$ cat config.mk
export PLATFORM = sky130hd
export DESIGN_NAME = esc_rpm_frame_to_pwm_unit_flat
export DESIGN_NICKNAME = d
export VERILOG_FILES = /design/src/design/erpm_pkg.sv /design/src/design/erpm_if.sv /design/src/design/esc_rpm_frame_to_pwm_unit.sv /design/src/design/erpm_ctrl.sv /design/src/design/erpm_dp.sv /design/src/flat_wrapper.sv
export SDC_FILE = /design/constraint.sdc
export NUM_CORES = 1
export LEC_CHECK = 0
export BUFFER_PORTS_ARGS = -buffer_cell sky130_fd_sc_hd__buf_2
export CAP_MARGIN = 20
export CORE_UTILIZATION = 64
export DETAILED_ROUTE_END_ITERATION = 8
export HOLD_SLACK_MARGIN = 0.02
export PLACE_DENSITY = 0.9
export SLEW_MARGIN = 40
export SYNTH_ARGS = -nofsm -noshare
export SYNTH_HDL_FRONTEND = slang
export SYNTH_HIERARCHICAL = 1
export SYNTH_SLANG_ARGS = --single-unit
$ cat constraint.sdc
create_clock -name clock -period 10.25 [get_ports clock]
set_input_delay 0.5125 -clock clock [delete_from_list [all_inputs] [get_ports clock]]
set_output_delay 0.5125 -clock clock [all_outputs]
set_load 0.02 [all_outputs]
$ cat src/design/erpm_pkg.sv
package erpm_pkg;

   // Frame geometry
   localparam int MOTOR_COUNT  = 4;
   localparam int FRAME_LENGTH = 14;
   localparam int BODY_LEN     = FRAME_LENGTH - 2;
   localparam int CRC_LEN      = FRAME_LENGTH - 4;
   localparam int SHIFT_LEN    = BODY_LEN - 1;
   localparam int CNT_W        = $clog2(BODY_LEN + 1);
   localparam int MOTOR_W      = (MOTOR_COUNT > 1) ? $clog2(MOTOR_COUNT) : 1;

   // Sync pattern and CRC seed
   localparam logic [7:0]  SYNC_FIRST  = 8'h0F;
   localparam logic [7:0]  SYNC_SECOND = 8'h02;
   localparam logic [15:0] CRC_INIT    = 16'hFFFF;

   // Field widths
   localparam int RPM_W       = 16;
   localparam int PCFG_W      = 12;
   localparam int TICKS_W     = 24;
   localparam int PULSE_W     = 14;
   localparam int MOTOR_IDX_W = 2;
   localparam int CSR_DATA_W  = 24;
   localparam int CSR_IDX_W   = 3;

   localparam logic [TICKS_W-1:0] IDLE_MAX  = {TICKS_W{1'b1}};
   localparam logic [PULSE_W-1:0] PULSE_MAX = {PULSE_W{1'b1}};

   // Divider sizing
   localparam int PROD_W    = RPM_W + PCFG_W;
   localparam int SUM_W     = PROD_W + 2;
   localparam int DIV_STEPS = PROD_W;
   localparam int STEP_W    = $clog2(DIV_STEPS);

   // Register indexes
   localparam logic [CSR_IDX_W-1:0] CSR_RPM_FLOOR     = 3'd0;
   localparam logic [CSR_IDX_W-1:0] CSR_RPM_CEILING   = 3'd1;
   localparam logic [CSR_IDX_W-1:0] CSR_STOP_PULSE    = 3'd2;
   localparam logic [CSR_IDX_W-1:0] CSR_IDLE_PULSE    = 3'd3;
   localparam logic [CSR_IDX_W-1:0] CSR_FULL_PULSE    = 3'd4;
   localparam logic [CSR_IDX_W-1:0] CSR_TIMEOUT_TICKS = 3'd5;

   // Register reset values
   localparam logic [RPM_W-1:0]   RST_RPM_FLOOR     = 16'd5000;
   localparam logic [RPM_W-1:0]   RST_RPM_CEILING   = 16'd17000;
   localparam logic [PCFG_W-1:0]  RST_STOP_PULSE    = 12'd1000;
   localparam logic [PCFG_W-1:0]  RST_IDLE_PULSE    = 12'd1150;
   localparam logic [PCFG_W-1:0]  RST_FULL_PULSE    = 12'd1980;
   localparam logic [TICKS_W-1:0] RST_TIMEOUT_TICKS = 24'd200000;

   // Controller to datapath commands
   typedef struct packed {
      logic               accept;
      logic               start;
      logic               div_step;
      logic               finish;
      logic               load_out;
      logic               timeout;
      logic               last;
      logic [MOTOR_W-1:0] motor;
   } ctrl_cmd_type;

   // Datapath to controller status
   typedef struct packed {
      logic frame_done;
      logic timeout_fire;
      logic out_free;
   } dp_status_type;

   // One byte of the X.25 CRC-16
   function automatic logic [15:0] crc_step(input logic [15:0] crc, input logic [7:0] b);
      logic [7:0] t;
      t = b ^ crc[7:0];
      t = t ^ {t[3:0], 4'b0000};
      return {8'h00, crc[15:8]} ^ {t, 8'h00} ^ {5'b00000, t, 3'b000} ^ {12'h000, t[7:4]};
   endfunction

endpackage

$ cat src/design/erpm_if.sv
interface erpm_req_if;
   logic       valid;
   logic       ready;
   logic       func;
   logic [7:0] rx_byte;

   modport source (output valid, output func, output rx_byte, input ready);
   modport sink (input valid, input func, input rx_byte, output ready);
endinterface

interface erpm_rsp_if;
   logic                                valid;
   logic                                ready;
   logic [erpm_pkg::MOTOR_IDX_W-1:0]    motor_index;
   logic [erpm_pkg::PULSE_W-1:0]        pulse_us;
   logic                                crc_ok;
   logic                                timed_out;
   logic                                last;

   modport source (output valid, output motor_index, output pulse_us, output crc_ok,
                   output timed_out, output last, input ready);
   modport sink (input valid, input motor_index, input pulse_us, input crc_ok,
                 input timed_out, input last, output ready);
endinterface

$ cat src/design/esc_rpm_frame_to_pwm_unit.sv
// ESC rpm frame to motor pulse widths.
// req_if carries one word per event: func 0 with a received serial byte, or
// func 1 for one timer tick. Bytes are taken one per cycle while no run is in
// progress; a byte or tick that completes nothing is absorbed in the cycle it is taken.
// The byte that ends a frame (sync 0x0f 0x02 plus 12 bytes) starts a run of
// four rsp_if words, one per motor, each flagged with the CRC verdict. Each
// word passes through the datapath as one multiply, a restoring divider that
// yields one quotient bit a cycle, a fix-up and a load into the output
// register. A tick that passes the timeout starts a run of four zero words at
// one per cycle while the output register is free.
// req_if.ready is low while a run is in progress; the last word of a run sits
// in the output register while the next bytes are taken. If rsp_if.ready is
// low, the run holds at its next word until the register frees up.
// Reset (synchronous, active high) restores register defaults, drops any
// pending word, returns to sync hunting and clears the tick counter.
// csr_we writes csr_wdata into register csr_index; write only
// while no run is in progress.
module esc_rpm_frame_to_pwm_unit (
   input  logic                               clock,
   input  logic                               reset,
   erpm_req_if.sink                           req_if,
   erpm_rsp_if.source                         rsp_if,
   input  logic                               csr_we,
   input  logic [erpm_pkg::CSR_IDX_W-1:0]     csr_index,
   input  logic [erpm_pkg::CSR_DATA_W-1:0]    csr_wdata
);
   import erpm_pkg::*;

   ctrl_cmd_type  cmd;
   dp_status_type status;
   logic          req_ready;

   assign req_if.ready = req_ready;

   // Sequencer
   erpm_ctrl u_ctrl (
      .clock     (clock),
      .reset     (reset),
      .req_valid (req_if.valid),
      .req_ready (req_ready),
      .status    (status),
      .cmd       (cmd)
   );

   // Receive, arithmetic and output register
   erpm_dp u_dp (
      .clock           (clock),
      .reset           (reset),
      .req_func        (req_if.func),
      .req_rx_byte     (req_if.rx_byte),
      .csr_we          (csr_we),
      .csr_index       (csr_index),
      .csr_wdata       (csr_wdata),
      .cmd             (cmd),
      .status          (status),
      .rsp_ready       (rsp_if.ready),
      .rsp_valid       (rsp_if.valid),
      .rsp_motor_index (rsp_if.motor_index),
      .rsp_pulse_us    (rsp_if.pulse_us),
      .rsp_crc_ok      (rsp_if.crc_ok),
      .rsp_timed_out   (rsp_if.timed_out),
      .rsp_last        (rsp_if.last)
   );

endmodule

$ cat src/design/erpm_ctrl.sv
module erpm_ctrl (
   input  logic                    clock,
   input  logic                    reset,
   input  logic                    req_valid,
   output logic                    req_ready,
   input  erpm_pkg::dp_status_type status,
   output erpm_pkg::ctrl_cmd_type  cmd
);
   import erpm_pkg::*;

   typedef enum logic [2:0] {
      S_IDLE,
      S_MUL,
      S_DIV,
      S_FIX,
      S_EMIT,
      S_TOUT
   } state_type;

   state_type          state_ff, state_in;
   logic [MOTOR_W-1:0] motor_ff, motor_in;
   logic [STEP_W-1:0]  step_ff, step_in;
   logic               accept;
   logic               last_motor;

   assign req_ready  = (state_ff == S_IDLE);
   assign accept     = req_valid && req_ready;
   assign last_motor = (motor_ff == MOTOR_W'(MOTOR_COUNT - 1));

   // Drive datapath commands from the current state
   always_comb begin
      cmd.accept   = accept;
      cmd.start    = (state_ff == S_MUL);
      cmd.div_step = (state_ff == S_DIV);
      cmd.finish   = (state_ff == S_FIX);
      cmd.load_out = ((state_ff == S_EMIT) || (state_ff == S_TOUT)) && status.out_free;
      cmd.timeout  = (state_ff == S_TOUT);
      cmd.last     = last_motor;
      cmd.motor    = motor_ff;
   end

   // Next state: one word per channel; frame words run multiply, divide, fix-up
   always_comb begin
      state_in = state_ff;
      motor_in = motor_ff;
      step_in  = step_ff;
      case (state_ff)
         S_IDLE: begin
            if (accept && status.frame_done) begin
               state_in = S_MUL;
               motor_in = '0;
            end else if (accept && status.timeout_fire) begin
               state_in = S_TOUT;
               motor_in = '0;
            end
         end
         S_MUL: begin
            state_in = S_DIV;
            step_in  = '0;
         end
         S_DIV: begin
            step_in = step_ff + 1'b1;
            if (step_ff == STEP_W'(DIV_STEPS - 1)) begin
               state_in = S_FIX;
            end
         end
         S_FIX: begin
            state_in = S_EMIT;
         end
         S_EMIT: begin
            if (status.out_free) begin
               if (last_motor) begin
                  state_in = S_IDLE;
               end else begin
                  motor_in = motor_ff + 1'b1;
                  state_in = S_MUL;
               end
            end
         end
         S_TOUT: begin
            if (status.out_free) begin
               if (last_motor) begin
                  state_in = S_IDLE;
               end else begin
                  motor_in = motor_ff + 1'b1;
               end
            end
         end
         default: begin
            state_in = S_IDLE;
         end
      endcase
   end

   // Hold state and counters
   always_ff @(posedge clock) begin
      if (reset) begin
         state_ff <= S_IDLE;
         motor_ff <= '0;
         step_ff  <= '0;
      end else begin
         state_ff <= state_in;
         motor_ff <= motor_in;
         step_ff  <= step_in;
      end
   end

endmodule

$ cat src/design/erpm_dp.sv
module erpm_dp (
   input  logic                                 clock,
   input  logic                                 reset,
   input  logic                                 req_func,
   input  logic [7:0]                           req_rx_byte,
   input  logic                                 csr_we,
   input  logic [erpm_pkg::CSR_IDX_W-1:0]       csr_index,
   input  logic [erpm_pkg::CSR_DATA_W-1:0]      csr_wdata,
   input  erpm_pkg::ctrl_cmd_type               cmd,
   output erpm_pkg::dp_status_type              status,
   input  logic                                 rsp_ready,
   output logic                                 rsp_valid,
   output logic [erpm_pkg::MOTOR_IDX_W-1:0]     rsp_motor_index,
   output logic [erpm_pkg::PULSE_W-1:0]         rsp_pulse_us,
   output logic                                 rsp_crc_ok,
   output logic                                 rsp_timed_out,
   output logic                                 rsp_last
);
   import erpm_pkg::*;

   // Configuration registers
   logic [RPM_W-1:0]   rpm_floor_ff, rpm_ceiling_ff;
   logic [PCFG_W-1:0]  stop_pulse_ff, idle_pulse_ff, full_pulse_ff;
   logic [TICKS_W-1:0] timeout_ticks_ff;

   // Frame receive state
   logic               prev_sync_ff;
   logic [CNT_W-1:0]   byte_cnt_ff;
   logic [15:0]        crc_ff;
   logic [7:0]         shift_ff [SHIFT_LEN];
   logic [TICKS_W-1:0] idle_cnt_ff;
   logic               reported_ff;
   logic               crc_ok_ff;
   logic [RPM_W-1:0]   rpm_ff [MOTOR_COUNT];

   // Arithmetic state
   logic [PROD_W-1:0]  quo_ff;
   logic [RPM_W-1:0]   rem_ff;
   logic [RPM_W-1:0]   dvs_ff;
   logic               neg_ff, below_ff, zero_ff;
   logic [PULSE_W-1:0] pulse_ff;

   // Output register
   logic                   out_valid_ff;
   logic [MOTOR_IDX_W-1:0] out_motor_ff;
   logic [PULSE_W-1:0]     out_pulse_ff;
   logic                   out_crc_ok_ff, out_timed_out_ff, out_last_ff;

   logic               hunting;
   logic [CNT_W-1:0]   pos;
   logic               frame_done;
   logic               crc_match;
   logic [TICKS_W-1:0] idle_inc;
   logic               timeout_fire;

   logic [RPM_W-1:0]   rpm_sel;
   logic [RPM_W-1:0]   diff;
   logic               span_neg, dvs_neg;
   logic [PCFG_W-1:0]  span_mag;
   logic [RPM_W-1:0]   dvs_mag;
   logic [RPM_W:0]     trial;
   logic               trial_ge;
   logic [SUM_W-1:0]   quo_ext, quo_signed, sum;
   logic [PULSE_W-1:0] clamped, pulse_in;

   // Configuration writes, masked to register width
   always_ff @(posedge clock) begin
      if (reset) begin
         rpm_floor_ff     <= RST_RPM_FLOOR;
         rpm_ceiling_ff   <= RST_RPM_CEILING;
         stop_pulse_ff    <= RST_STOP_PULSE;
         idle_pulse_ff    <= RST_IDLE_PULSE;
         full_pulse_ff    <= RST_FULL_PULSE;
         timeout_ticks_ff <= RST_TIMEOUT_TICKS;
      end else if (csr_we) begin
         case (csr_index)
            CSR_RPM_FLOOR:     rpm_floor_ff     <= csr_wdata[RPM_W-1:0];
            CSR_RPM_CEILING:   rpm_ceiling_ff   <= csr_wdata[RPM_W-1:0];
            CSR_STOP_PULSE:    stop_pulse_ff    <= csr_wdata[PCFG_W-1:0];
            CSR_IDLE_PULSE:    idle_pulse_ff    <= csr_wdata[PCFG_W-1:0];
            CSR_FULL_PULSE:    full_pulse_ff    <= csr_wdata[PCFG_W-1:0];
            CSR_TIMEOUT_TICKS: timeout_ticks_ff <= csr_wdata[TICKS_W-1:0];
            default: ;
         endcase
      end
   end

   // Decode the incoming word against receive state
   assign hunting      = (byte_cnt_ff == '0);
   assign pos          = byte_cnt_ff - 1'b1;
   assign frame_done   = !req_func && !hunting && (pos == CNT_W'(BODY_LEN - 1));
   assign crc_match    = ({req_rx_byte, shift_ff[SHIFT_LEN-1]} == crc_ff);
   assign idle_inc     = (idle_cnt_ff < IDLE_MAX) ? idle_cnt_ff + 1'b1 : idle_cnt_ff;
   assign timeout_fire = req_func && (idle_inc > timeout_ticks_ff) && !reported_ff;

   assign status.frame_done   = frame_done;
   assign status.timeout_fire = timeout_fire;
   assign status.out_free     = !out_valid_ff || rsp_ready;

   // Hunt for sync, collect body, run CRC, count silent ticks
   always_ff @(posedge clock) begin
      if (reset) begin
         prev_sync_ff <= 1'b0;
         byte_cnt_ff  <= '0;
         crc_ff       <= CRC_INIT;
         idle_cnt_ff  <= '0;
         reported_ff  <= 1'b0;
      end else if (cmd.accept) begin
         if (req_func) begin
            idle_cnt_ff <= idle_inc;
            if (timeout_fire) begin
               reported_ff <= 1'b1;
            end
         end else if (hunting) begin
            if (prev_sync_ff && (req_rx_byte == SYNC_SECOND)) begin
               prev_sync_ff <= 1'b0;
               byte_cnt_ff  <= CNT_W'(1);
               crc_ff       <= CRC_INIT;
            end else begin
               prev_sync_ff <= (req_rx_byte == SYNC_FIRST);
            end
         end else begin
            if (pos < CNT_W'(CRC_LEN)) begin
               crc_ff <= crc_step(crc_ff, req_rx_byte);
            end
            if (frame_done) begin
               byte_cnt_ff  <= '0;
               prev_sync_ff <= 1'b0;
               idle_cnt_ff  <= '0;
               reported_ff  <= 1'b0;
            end else begin
               byte_cnt_ff <= byte_cnt_ff + 1'b1;
            end
         end
      end
   end

   // Shift body bytes in; latch rpm words and CRC verdict at frame end
   always_ff @(posedge clock) begin
      if (cmd.accept && !req_func && !hunting) begin
         if (pos < CNT_W'(SHIFT_LEN)) begin
            for (int i = 0; i < SHIFT_LEN - 1; i++) begin
               shift_ff[i] <= shift_ff[i+1];
            end
            shift_ff[SHIFT_LEN-1] <= req_rx_byte;
         end
         if (frame_done) begin
            crc_ok_ff <= crc_match;
            for (int k = 0; k < MOTOR_COUNT; k++) begin
               rpm_ff[k] <= {shift_ff[(2*k+1) % BODY_LEN], shift_ff[(2*k) % BODY_LEN]};
            end
         end
      end
   end

   // Operands for the selected channel
   assign rpm_sel  = rpm_ff[cmd.motor];
   assign diff     = rpm_sel - rpm_floor_ff;
   assign span_neg = (full_pulse_ff < idle_pulse_ff);
   assign span_mag = span_neg ? idle_pulse_ff - full_pulse_ff : full_pulse_ff - idle_pulse_ff;
   assign dvs_neg  = (rpm_ceiling_ff < rpm_floor_ff);
   assign dvs_mag  = dvs_neg ? rpm_floor_ff - rpm_ceiling_ff : rpm_ceiling_ff - rpm_floor_ff;

   // One restoring divide step
   assign trial    = {rem_ff, quo_ff[PROD_W-1]};
   assign trial_ge = (trial >= {1'b0, dvs_ff});

   // Sign, offset and clamp the quotient; stop pulse below the floor, full pulse when ceiling equals floor
   assign quo_ext    = SUM_W'(quo_ff);
   assign quo_signed = neg_ff ? (~quo_ext + 1'b1) : quo_ext;
   assign sum        = quo_signed + SUM_W'(idle_pulse_ff);

   always_comb begin
      if (sum[SUM_W-1]) begin
         clamped = '0;
      end else if (sum > SUM_W'(PULSE_MAX)) begin
         clamped = PULSE_MAX;
      end else begin
         clamped = sum[PULSE_W-1:0];
      end
      if (below_ff) begin
         pulse_in = PULSE_W'(stop_pulse_ff);
      end else if (zero_ff) begin
         pulse_in = PULSE_W'(full_pulse_ff);
      end else begin
         pulse_in = clamped;
      end
   end

   // Multiply, then divide one quotient bit a cycle, then fix up
   always_ff @(posedge clock) begin
      if (cmd.start) begin
         quo_ff   <= PROD_W'(diff) * PROD_W'(span_mag);
         rem_ff   <= '0;
         dvs_ff   <= dvs_mag;
         neg_ff   <= span_neg ^ dvs_neg;
         below_ff <= (rpm_sel < rpm_floor_ff);
         zero_ff  <= (rpm_ceiling_ff == rpm_floor_ff);
      end else if (cmd.div_step) begin
         rem_ff <= trial_ge ? RPM_W'(trial - {1'b0, dvs_ff}) : trial[RPM_W-1:0];
         quo_ff <= {quo_ff[PROD_W-2:0], trial_ge};
      end
      if (cmd.finish) begin
         pulse_ff <= pulse_in;
      end
   end

   // Output register: load a word, drop it once taken
   always_ff @(posedge clock) begin
      if (reset) begin
         out_valid_ff <= 1'b0;
      end else if (cmd.load_out) begin
         out_valid_ff <= 1'b1;
      end else if (rsp_ready) begin
         out_valid_ff <= 1'b0;
      end
   end

   always_ff @(posedge clock) begin
      if (cmd.load_out) begin
         out_motor_ff     <= MOTOR_IDX_W'(cmd.motor);
         out_pulse_ff     <= cmd.timeout ? '0 : pulse_ff;
         out_crc_ok_ff    <= cmd.timeout ? 1'b0 : crc_ok_ff;
         out_timed_out_ff <= cmd.timeout;
         out_last_ff      <= cmd.last;
      end
   end

   assign rsp_valid       = out_valid_ff;
   assign rsp_motor_index = out_motor_ff;
   assign rsp_pulse_us    = out_pulse_ff;
   assign rsp_crc_ok      = out_crc_ok_ff;
   assign rsp_timed_out   = out_timed_out_ff;
   assign rsp_last        = out_last_ff;

endmodule
$ cat src/flat_wrapper.sv
// flat-port wrapper written by rule: the top's interface ports become plain ports
module esc_rpm_frame_to_pwm_unit_flat import erpm_pkg::*;
  (clock, reset, csr_we, csr_index, csr_wdata, req_if_valid, req_if_func, req_if_rx_byte, req_if_ready, rsp_if_valid, rsp_if_motor_index, rsp_if_pulse_us, rsp_if_crc_ok, rsp_if_timed_out, rsp_if_last, rsp_if_ready);
  erpm_req_if req_if_i ();
  erpm_rsp_if rsp_if_i ();
  input  logic clock;
  input  logic reset;
  input  logic csr_we;
  input  logic [erpm_pkg::CSR_IDX_W-1:0] csr_index;
  input  logic [erpm_pkg::CSR_DATA_W-1:0] csr_wdata;
  input wire logic [$bits(req_if_i.valid)-1:0] req_if_valid;
  input wire logic [$bits(req_if_i.func)-1:0] req_if_func;
  input wire logic [$bits(req_if_i.rx_byte)-1:0] req_if_rx_byte;
  output wire logic [$bits(req_if_i.ready)-1:0] req_if_ready;
  output wire logic [$bits(rsp_if_i.valid)-1:0] rsp_if_valid;
  output wire logic [$bits(rsp_if_i.motor_index)-1:0] rsp_if_motor_index;
  output wire logic [$bits(rsp_if_i.pulse_us)-1:0] rsp_if_pulse_us;
  output wire logic [$bits(rsp_if_i.crc_ok)-1:0] rsp_if_crc_ok;
  output wire logic [$bits(rsp_if_i.timed_out)-1:0] rsp_if_timed_out;
  output wire logic [$bits(rsp_if_i.last)-1:0] rsp_if_last;
  input wire logic [$bits(rsp_if_i.ready)-1:0] rsp_if_ready;
  assign req_if_i.valid = req_if_valid;
  assign req_if_i.func = req_if_func;
  assign req_if_i.rx_byte = req_if_rx_byte;
  assign req_if_ready = req_if_i.ready;
  assign rsp_if_valid = rsp_if_i.valid;
  assign rsp_if_motor_index = rsp_if_i.motor_index;
  assign rsp_if_pulse_us = rsp_if_i.pulse_us;
  assign rsp_if_crc_ok = rsp_if_i.crc_ok;
  assign rsp_if_timed_out = rsp_if_i.timed_out;
  assign rsp_if_last = rsp_if_i.last;
  assign rsp_if_i.ready = rsp_if_ready;
  esc_rpm_frame_to_pwm_unit u_core (.clock(clock), .reset(reset), .req_if(req_if_i), .rsp_if(rsp_if_i), .csr_we(csr_we), .csr_index(csr_index), .csr_wdata(csr_wdata));
endmodule
# ---- Word level (Yosys, flattened, before mapping)
# Memories as Yosys holds them, arrays and structs flattened. A register that Yosys moved wholly into a read port is not among the register bits.
# Index checks and enable logic that the tools add are counted.
dict set report totals {
  register_bits 246
  latchBits 0
  ram_bits 152
  mem_bits_ro 0
  n_memories 2
}
dict set report classes {
  addsub 13
  mul 1
  n_div 0
  n_lt_le_gt_ge 9
  n_eq_ne 27
  shifts 0
  n_mux 50
  n_bitwise 8
  n_reduce_logical 42
}
# memory words word_bits rd rd_clocked_by_memory_dff write_ports line_no
set mem_list {}
lappend mem_list {u_core.u_dp.shift_ff 11 8 11 0 11 erpm_dp.sv:30} ;# logic [7:0] shift_ff [SHIFT_LEN];
lappend mem_list {u_core.u_dp.rpm_ff 4 16 1 1 4 erpm_dp.sv:34} ;# logic [RPM_W-1:0] rpm_ff [MOTOR_COUNT];
# op count
set ops {}
lappend ops {{2-to-1 mux 24 bit} 4}
lappend ops {{2-to-1 mux 16 bit} 5}
lappend ops {{subtractor 16 bit} 4}
lappend ops {{2-to-1 mux 28 bit} 2}
lappend ops {{2-to-1 mux 12 bit} 4}
lappend ops {{equality test 16 bit} 2}
lappend ops {{less-than comparator 16 bit} 2}
lappend ops {{adder 30 x 1 -> 30 bit (second input constant)} 1}
lappend ops {{adder 30 x 12 -> 30 bit} 1}
lappend ops {{> comparator 30 x 14 -> 1 bit (second input constant)} 1}
lappend ops {{2-to-1 mux 30 bit} 1}
lappend ops {{NOT 28 -> 30 bit} 1}
lappend ops {{multiplier 16 x 12 -> 28 bit} 1}
lappend ops {{adder 24 x 1 -> 24 bit (second input constant)} 1}
lappend ops {{> comparator 24 bit} 1}
lappend ops {{less-than comparator 24 bit (second input constant)} 1}
lappend ops {{subtractor 12 bit} 2}
lappend ops {{2-to-1 mux 3 bit} 6}
lappend ops {{one-hot mux 3 bit (6 select lines)} 1}
lappend ops {{>= comparator 17 x 16 -> 1 bit} 1}
lappend ops {{XOR 16 x 11 -> 16 bit} 1}
lappend ops {{XOR 16 x 4 -> 16 bit} 1}
lappend ops {{XOR 8 x 16 -> 16 bit} 1}
lappend ops {{XOR 8 bit} 2}
lappend ops {{other kinds (37)} 103}

# ---- Longest topological paths before layout
# Gate-level depths: netlist (run 1).
dict set report depth {
  word_depth 11
  ltp_mapped 36
  ltp_nobuf 34
}

# ---- Cells and area by module
# The synthesis (run 1) kept the hierarchy.
# mod instances cells_per_inst area_per_inst_um2 seq_area_each_um2
set modules_own_cells {}
lappend modules_own_cells {erpm_dp 1 2870 27490.1 10099.7}
lappend modules_own_cells {erpm_ctrl 1 70 591.8 200.2}

# ---- Least setup slack after synthesis (run 1)
# No wires, ideal clock.
dict set report synth_path {
  path_kind {reg-to-reg}
  from {register, netlist name u_core/u_ctrl/motor_ff[0]}
  to {register u_core.u_dp.quo_ff[26] (data pin)}
  setup_ns 0.260
  arrival_time_ns 8.538
  required_time_ns 9.990
  path_slack_ns 1.452
  path_stages_with_launch 35
  n_path_buf 2
  period_less_slack_ns 8.798
  cell_sequence {dfxtp_1 > clkbuf_1 > mux4_2 > inv_1 > ha_1 > inv_1 > fa_1 > a21o_1 > a21oi_1 > o21ai_0 > a21oi_1 > o21bai_1 > a41oi_1 > a211o_1 > xnor2_1 > clkbuf_1 > nand2_1 > fa_1 > fa_1 > inv_1 > fa_1 > fa_1 > inv_1 > fa_1 > inv_1 > ha_1 > a21oi_1 > o21ai_0 > a2111o_1 > o211ai_1 > a31oi_1 > or4_1 > a31oi_1 > xnor2_1 > mux2_2}
}
# item line_no
set synth_rtl {}
lappend synth_rtl {{end signal: assignment} erpm_dp.sv:193} ;# quo_ff <= PROD_W'(diff) * PROD_W'(span_mag);
lappend synth_rtl {{end signal: assignment} erpm_dp.sv:201} ;# quo_ff <= {quo_ff[PROD_W-2:0], trial_ge};
lappend synth_rtl {{end: declaration} erpm_dp.sv:37} ;# logic [PROD_W-1:0] quo_ff;

# ---- Final worst setup path (run 1)
dict set report layout_path {
  from {register u_core.u_dp.idle_pulse_ff[1]}
  to {register u_core.u_dp.quo_ff[27] (data pin)}
}
dict set report layout_between {
  elab_chain_len 4
  word_cells_on_any_way 6
  cone_classes {add/sub: 2; mul: 1; order compare: 1; mux: 2}
}
# item line_no
set layout_rtl {}
lappend layout_rtl {{start: declaration} erpm_dp.sv:23} ;# logic [PCFG_W-1:0] stop_pulse_ff, idle_pulse_ff, full_pulse_ff;
lappend layout_rtl {{start signal: assignment} erpm_dp.sv:80} ;# CSR_IDLE_PULSE: idle_pulse_ff <= csr_wdata[PCFG_W-1:0];
lappend layout_rtl {{subtractor 12 bit / less-than comparator 12 bit (equally long branches)} {erpm_dp.sv:160, erpm_dp.sv:159}}
lappend layout_rtl {{2-to-1 mux 12 bit (*)} erpm_dp.sv:160} ;# assign span_mag = span_neg ? idle_pulse_ff - full_pulse_ff : full_pulse_ff - idle_pulse_ff;
lappend layout_rtl {{multiplier 16 x 12 -> 28 bit (*)} erpm_dp.sv:193}
lappend layout_rtl {{2-to-1 mux 28 bit (*)} erpm_dp.sv:192} ;# if (cmd.start) begin
# Every way passes the cells marked *; elsewhere a longest branch is shown, timed or not.
# A chain may end at the register's enable or synchronous reset.

==> results of run 1 <==
## cells by family after synthesis
family	synth area share, %
AOI/OAI and AO/OA	12.1
DFF	36.7
xor gates and xnor gates	5.49
adders and majority gates	19.2
buffers and inverters	6.06
and+or+nand+nor	16.8
muxes	3.67
## through the flow
stage / cells / util [%] / setup WS, ns
after floorplan: 2940 / - / 1.45
after global placement: 3493 / 66.9 / 1.23
after detailed placement: 3494 / 67.1 / 0.764
after CTS: 3569 / 70.2 / 0.710
after global routing: 3571 / 70.3 / 0.00248
final: 3571 / 70.3 / 0.587
## worst register-to-register path: cells and delay by family, from the launching register on
family | cells | cell delay [ns]
AO/OA/AOI/OAI | 14 | 3.75
XOR/XNOR | 2 | 0.70
adder cells (fa/ha/maj) | 7 | 3.44
buffers and inverters | 6 | 0.60
flip-flops | 1 | 0.45
multiplexers | 1 | 0.27
AND/OR/NAND/NOR | 2 | 0.21
## worst paths after layout
kind | from | end | slack (ns) | cells after the start
worst min-delay path | csr_wdata[16] | u_core/u_dp/timeout_ticks_ff[16] | 0.17 | 3
worst min register to register | u_core/u_dp/shift_ff[0][4] | u_core/u_dp/rpm_ff[0][4] | 0.41 | 0
worst max register to register | u_core/u_dp/idle_pulse_ff[1] | u_core/u_dp/quo_ff[27] | 0.59 | 32
worst max-delay path | u_core/u_dp/idle_pulse_ff[1] | u_core/u_dp/quo_ff[27] | 0.59 | 32
## flip-flops by register name, indices dropped and copies added (netlist names), 4 cells and up
name                          count
u_core/u_dp/idle_cnt_ff          24
u_core/u_dp/shift_ff             88
u_core/u_dp/byte_cnt_ff           4
u_core/u_dp/dvs_ff               16
u_core/u_dp/quo_ff               28
u_core/u_dp/crc_ff               16
u_core/u_dp/stop_pulse_ff        12
u_core/u_dp/idle_pulse_ff        12
u_core/u_dp/rem_ff               16
u_core/u_dp/rpm_ceiling_ff       16
u_core/u_ctrl/step_ff             5
u_core/u_dp/pulse_ff             14
u_core/u_dp/rpm_floor_ff         16
u_core/u_dp/rpm_ff               64
u_core/u_dp/full_pulse_ff        12
u_core/u_dp/timeout_ticks_ff     24
u_core/u_dp/rsp_pulse_us         14
## cells in the final DEF, fill, tap and decap left out, types with 19 or more instances in the layout
cell and n:
sky130_fd_sc_hd__buf_2 60, sky130_fd_sc_hd__fa_1 147, sky130_fd_sc_hd__ha_1 195, sky130_fd_sc_hd__and3_1 19, sky130_fd_sc_hd__nand2b_1 68, sky130_fd_sc_hd__a211o_1 23
sky130_fd_sc_hd__a211oi_1 25, sky130_fd_sc_hd__mux2_2 31, sky130_fd_sc_hd__mux2i_1 32, sky130_fd_sc_hd__xor2_1 40, sky130_fd_sc_hd__a21oi_1 183, sky130_fd_sc_hd__o21ai_0 99
sky130_fd_sc_hd__nor2b_1 67, sky130_fd_sc_hd__nor2_1 199, sky130_fd_sc_hd__inv_1 319, sky130_fd_sc_hd__clkbuf_16 41, sky130_fd_sc_hd__edfxtp_1 233, sky130_fd_sc_hd__dfxtp_1 165
sky130_fd_sc_hd__buf_4 31, sky130_fd_sc_hd__nand2_1 351, sky130_fd_sc_hd__nand3b_1 27, sky130_fd_sc_hd__xnor2_1 128, sky130_fd_sc_hd__nand3_1 41, sky130_fd_sc_hd__a21o_1 40
sky130_fd_sc_hd__nand4_1 35, sky130_fd_sc_hd__and2_1 38, sky130_fd_sc_hd__nor3_1 39, sky130_fd_sc_hd__o21a_1 19
## metal layers
layer | track usage, % | up-vias | share of wire [%]
met1 | 39.8 | 10800 | 38
met3 | 5.09 | 285 | 8.0
li1 | - | 10100 | -
met2 | 54.3 | 1216 | 48
met5 | 0 | - | 0.066
met4 | 17.2 | 8 | 5.4
## cell type report
class	count	area, um2
Sequential cell	398	10300
Multi-Input combinational cell	2097	16200
Clock inverter	22	211
Antenna cell	1	2.50
Clock buffer	53	1100
Tap cell	585	732
Timing Repair Buffer	94	576
Inverter	321	1200
Fill cell	3007	12800
==> flow_summary.toml, run 1 <==
[synthesis]
synth_most_common_cell = "sky130_fd_sc_hd__nand2_1"
synth-edff-count = 233
syn-cell-area_um2 = 28100
ys_top_cells_by_count = "sky130_fd_sc_hd__nand2_1 (351), sky130_fd_sc_hd__inv_1 (320), sky130_fd_sc_hd__edfxtp_1 (233)"
synthesis.instances = 2940
synthDistinctLibCells = 89
netlist.area_leader.share_pct = 24.9
synthDominantAreaCellType = "sky130_fd_sc_hd__edfxtp_1"
mappedNetlistNets = 3323
synth-seq-cells = 398
post_synth_main_area_contributors = "sky130_fd_sc_hd__edfxtp_1 (25%), sky130_fd_sc_hd__dfxtp_1 (12%), sky130_fd_sc_hd__fa_1 (10%), sky130_fd_sc_hd__ha_1 (8.7%), sky130_fd_sc_hd__nand2_1 (4.7%)"
sequential_element_share_of_the_synthesized_area_pct = 36.7
synthArstFlopShare_pct = 0
post_synth.cell_area_avg_um2 = 9.55
dominantRegCellSynth = "sky130_fd_sc_hd__edfxtp_1"
synth_warnings = 6

[sta]
worst_max_slew_margin_expressed_relative_to_the_limit_pct = 42.0
period_share_pct = 94.3
drv_slew = 0
final_hold_viol_count = 0
tns_ns = 0
timing.final.setup_violations = 0
skew_ns = 0.0379
timing.hold.ws_ns = 0.167
worst_slew_pin_tran_ns = 0.867
clock.fmax_mhz = 103
grt_setup_unrepaired = "no"
post-route-min-period_ns = 9.66

[place]
placedInstanceArea_um2 = 29000
port_buffers = 61
place_congestion = 0.998
hpwlAfterDp_um = 51900

[clocking]
cts_hold_repair.buffers = 0
htree_levels = 2
worst_setup_hold_path_clk_slew_ns = 0.06
tritoncts = "done"
post_cts.repair.setup_buffers = 0
worst_skew_pair.late_latency_ns = 0.57
cts_inserted_buffers = 41
cts_resized = 0
cts_num_sinks = 398
clockRootBuffer = "sky130_fd_sc_hd__clkbuf_16"
cts.path.max_buffers = 3

[die]
floorplan.initialDensity_pct = 65.0
design.portCount = 62
chipWidth_um = 211
rows = 76
chipHeight_um = 211
fp.dieArea_um2 = 44700
placeableCoreArea_um2 = 43200

[drt]
vias_per_cell = 6.27
drt_first_iter_violations = 2385
routed_wire_length_per_instance_um = 20.1
firstDrtPassIters = 8
detail_route.wirelength_um = 71700
num_vias = 22400
remaining_drc_errors = 0
postRouteAntennaNets = 0

[critical_path]
max_stage_delay_ns = 0.61
timing.setup.critical_path_class = "reg2reg"
crit_family = "compound AO/OA/AOI/OAI gates"
worstPathRequired_ns = 10.55
timing.critical_path.fanout_max = 9
cpMostUsedCell = "sky130_fd_sc_hd__fa_1"
critical_path.n_buffers_inverters = 6
worst_path_max_delay_cell = "sky130_fd_sc_hd__a211oi_1"
crit_path_end_kind = "register"
worst_path_arrival_time_ns = 9.96
start_kind = "register"

[global_route]
grt_overflow = 0
gr-usage-all-layers_pct = 32.2
grt_max_degree = 85
grt_antenna_before_repair = 5
grt_pass1_vias = 22200
grt_pass1_wl_um = 114000

[final_layout]
layout-area-overhead-vs-synth_pct = 8.02
final_cell_area_um2 = 30300
post_route_cells_drive_above_1_share_pct = 8.91
design.final.nets = 3336

[outcome]
outcome = "completed"

[job]
cap_violations = 0

[min_path]
min_path_type = "in2reg"
Power of run 1 is not shown: default switching activity piles up to over one toggle a cycle in this logic, so the estimate is an artifact.
==> run 2: changes to the inputs <==
--- a/config.mk
+++ b/config.mk
@@ -5,10 +5,10 @@
 export SDC_FILE = /design/constraint.sdc
 export NUM_CORES = 1
 export LEC_CHECK = 0
-export BUFFER_PORTS_ARGS = -buffer_cell sky130_fd_sc_hd__buf_2
 export CAP_MARGIN = 20
-export CORE_UTILIZATION = 64
+export CORE_UTILIZATION = 65
 export DETAILED_ROUTE_END_ITERATION = 8
+export DONT_BUFFER_PORTS = 1
 export HOLD_SLACK_MARGIN = 0.02
 export PLACE_DENSITY = 0.9
 export SLEW_MARGIN = 40
==> constraint.sdc (replaced) <==
create_clock -name clock -period 10.25 [get_ports clock]
set_input_delay 2.5625 -clock clock [delete_from_list [all_inputs] [get_ports clock]]
set_output_delay 2.5625 -clock clock [all_outputs]
set_load 0.02 [all_outputs]
==> flow_summary.toml, run 2 (synthesis gave the netlist of run 1 again) <==
[outcome]
outcome = "completed"

[die]
chipHeight_um = 210
rows = 75
floorplan.initialDensity_pct = 66.4
fp.dieArea_um2 = 44000
chipWidth_um = 210
design.portCount = 62
placeableCoreArea_um2 = 42300

[final_layout]
n_antenna_cell = 0
largest-register = "u_core/u_dp/shift_ff"
design.final.nets = 3274
layout_commonest_cell = "sky130_fd_sc_hd__nand2_1"
area_used_by_multi_input_combinational_logic_um2 = 16200
layout.cells.non_filler = 3501
postLayoutCoreUtil_pct = 71.4
layout-area-overhead-vs-synth_pct = 7.59
final.fill_count = 2871
largest_reg_flops = 88
largest_registers = "u_core/u_dp/shift_ff (88), u_core/u_dp/rpm_ff (64), u_core/u_dp/quo_ff (28)"
mostFrequentLayoutCells = "sky130_fd_sc_hd__nand2_1 (351), sky130_fd_sc_hd__inv_1 (319), sky130_fd_sc_hd__edfxtp_1 (233)"
post_route_cells_drive_above_1_share_pct = 7.05
layout.area.seq_um2 = 10300

[critical_path]
max_stage_delay_ns = 0.55
worst_path_max_delay_cell = "sky130_fd_sc_hd__fa_1"
timing.setup.critical_path_class = "reg2reg"
cpMostUsedCell = "sky130_fd_sc_hd__fa_1"
crit_path_end_kind = "register"
worstPathRequired_ns = 10.56
start_kind = "register"
timing.critical_path.fanout_max = 7
worst_path_arrival_time_ns = 9.71

[sta]
skew_ns = 0.0397
grt_setup_unrepaired = "no"
period_share_pct = 91.7
final_hold_viol_count = 0
tns_ns = 0
clock.fmax_mhz = 106
timing.hold.ws_ns = 0.416
timing.final.setup_violations = 0
worst_max_slew_margin_expressed_relative_to_the_limit_pct = 40.8
drv_slew = 0
worst_slew_pin_tran_ns = 0.883
post-route-min-period_ns = 9.40

[global_route]
grt_max_degree = 151
grt_antenna_before_repair = 0
gr-usage-all-layers_pct = 33.4
grt_pass1_vias = 22100
grt_overflow = 0
grt_pass1_wl_um = 116000

[clocking]
tritoncts = "done"
clockRootBuffer = "sky130_fd_sc_hd__clkbuf_16"
worst_setup_hold_path_clk_slew_ns = 0.07
cts_hold_repair.buffers = 0
worst_skew_pair.late_latency_ns = 0.59
htree_levels = 2
post_cts.repair.setup_buffers = 0
cts_resized = 0
cts_num_sinks = 398
cts.path.max_buffers = 3
cts_inserted_buffers = 41

[drt]
detail_route.wirelength_um = 73300
vias_per_cell = 6.31
num_vias = 22100
routed_wire_length_per_instance_um = 20.9
drt_first_iter_violations = 2321
remaining_drc_errors = 0
postRouteAntennaNets = 0
firstDrtPassIters = 6

[place]
hpwlAfterDp_um = 52500
port_buffers = 0
place_inst = 3425
place_congestion = 0.975

[min_path]
min_path_type = "reg2reg"

[job]
cap_violations = 0
==> run 2: changes by cell type in the layout (fill, tap and decap cells not counted), moves of 2 or more <==
cell                        before  now
sky130_fd_sc_hd__clkinv_1        3    7
sky130_fd_sc_hd__clkbuf_16      41   44
sky130_fd_sc_hd__clkbuf_8        3    1
sky130_fd_sc_hd__clkinv_8        3    0
sky130_fd_sc_hd__buf_2          60    0
sky130_fd_sc_hd__bufinv_16       1   10
sky130_fd_sc_hd__clkbuf_1        8    2
==> run 2: final cells by class <==
class                   instances  area share, %
clock inverters                29           1.40
inverters                     321           3.99
clock buffers                  47           3.71
flip-flops and latches        398           34.1
multi-input cells            2097           53.6
repair buffers                 32          0.820
well taps                     577           2.39
==> run 2: metrics by stage <==
step / setup slack (ns) / instance area [um2]
detailed placement: 0.895 / 28700
global placement: 1.10 / 28600
CTS: 0.848 / 30200
finish: 0.850 / 30200
global route: 0.231 / 30200
floorplan: 0.255 / 28100
==> run 2: critical path, delay by kind of cell, from the launching register on <==
kind / cells / cell delay (ns)
fa+ha+maj: 8 / 3.55
mux: 2 / 0.80
compound gates: 12 / 2.69
flops: 1 / 0.52
buf+inv: 5 / 0.27
simple gates: 3 / 0.86
xor+xnor: 2 / 0.45
==> run 2: path summary, 6_finish.rpt <==
kind	from	end	slack (ns)	cells past startpoint
min reg2reg	u_core/u_dp/shift_ff[9][5]	u_core/u_dp/shift_ff[8][5]	0.42	0
max reg2reg	u_core/u_ctrl/motor_ff[0]	u_core/u_dp/quo_ff[26]	0.85	32
min	u_core/u_dp/shift_ff[9][5]	u_core/u_dp/shift_ff[8][5]	0.42	0
max	u_core/u_ctrl/motor_ff[0]	u_core/u_dp/quo_ff[26]	0.85	32
==> run 2: layer usage <==
layer	track usage, %	wire length, um
met5	0	0
met4	16.6	3830
met3	5.88	6100
met2	56.8	35200
met1	41.1	28100
Power of run 2 is left out for the same reason.
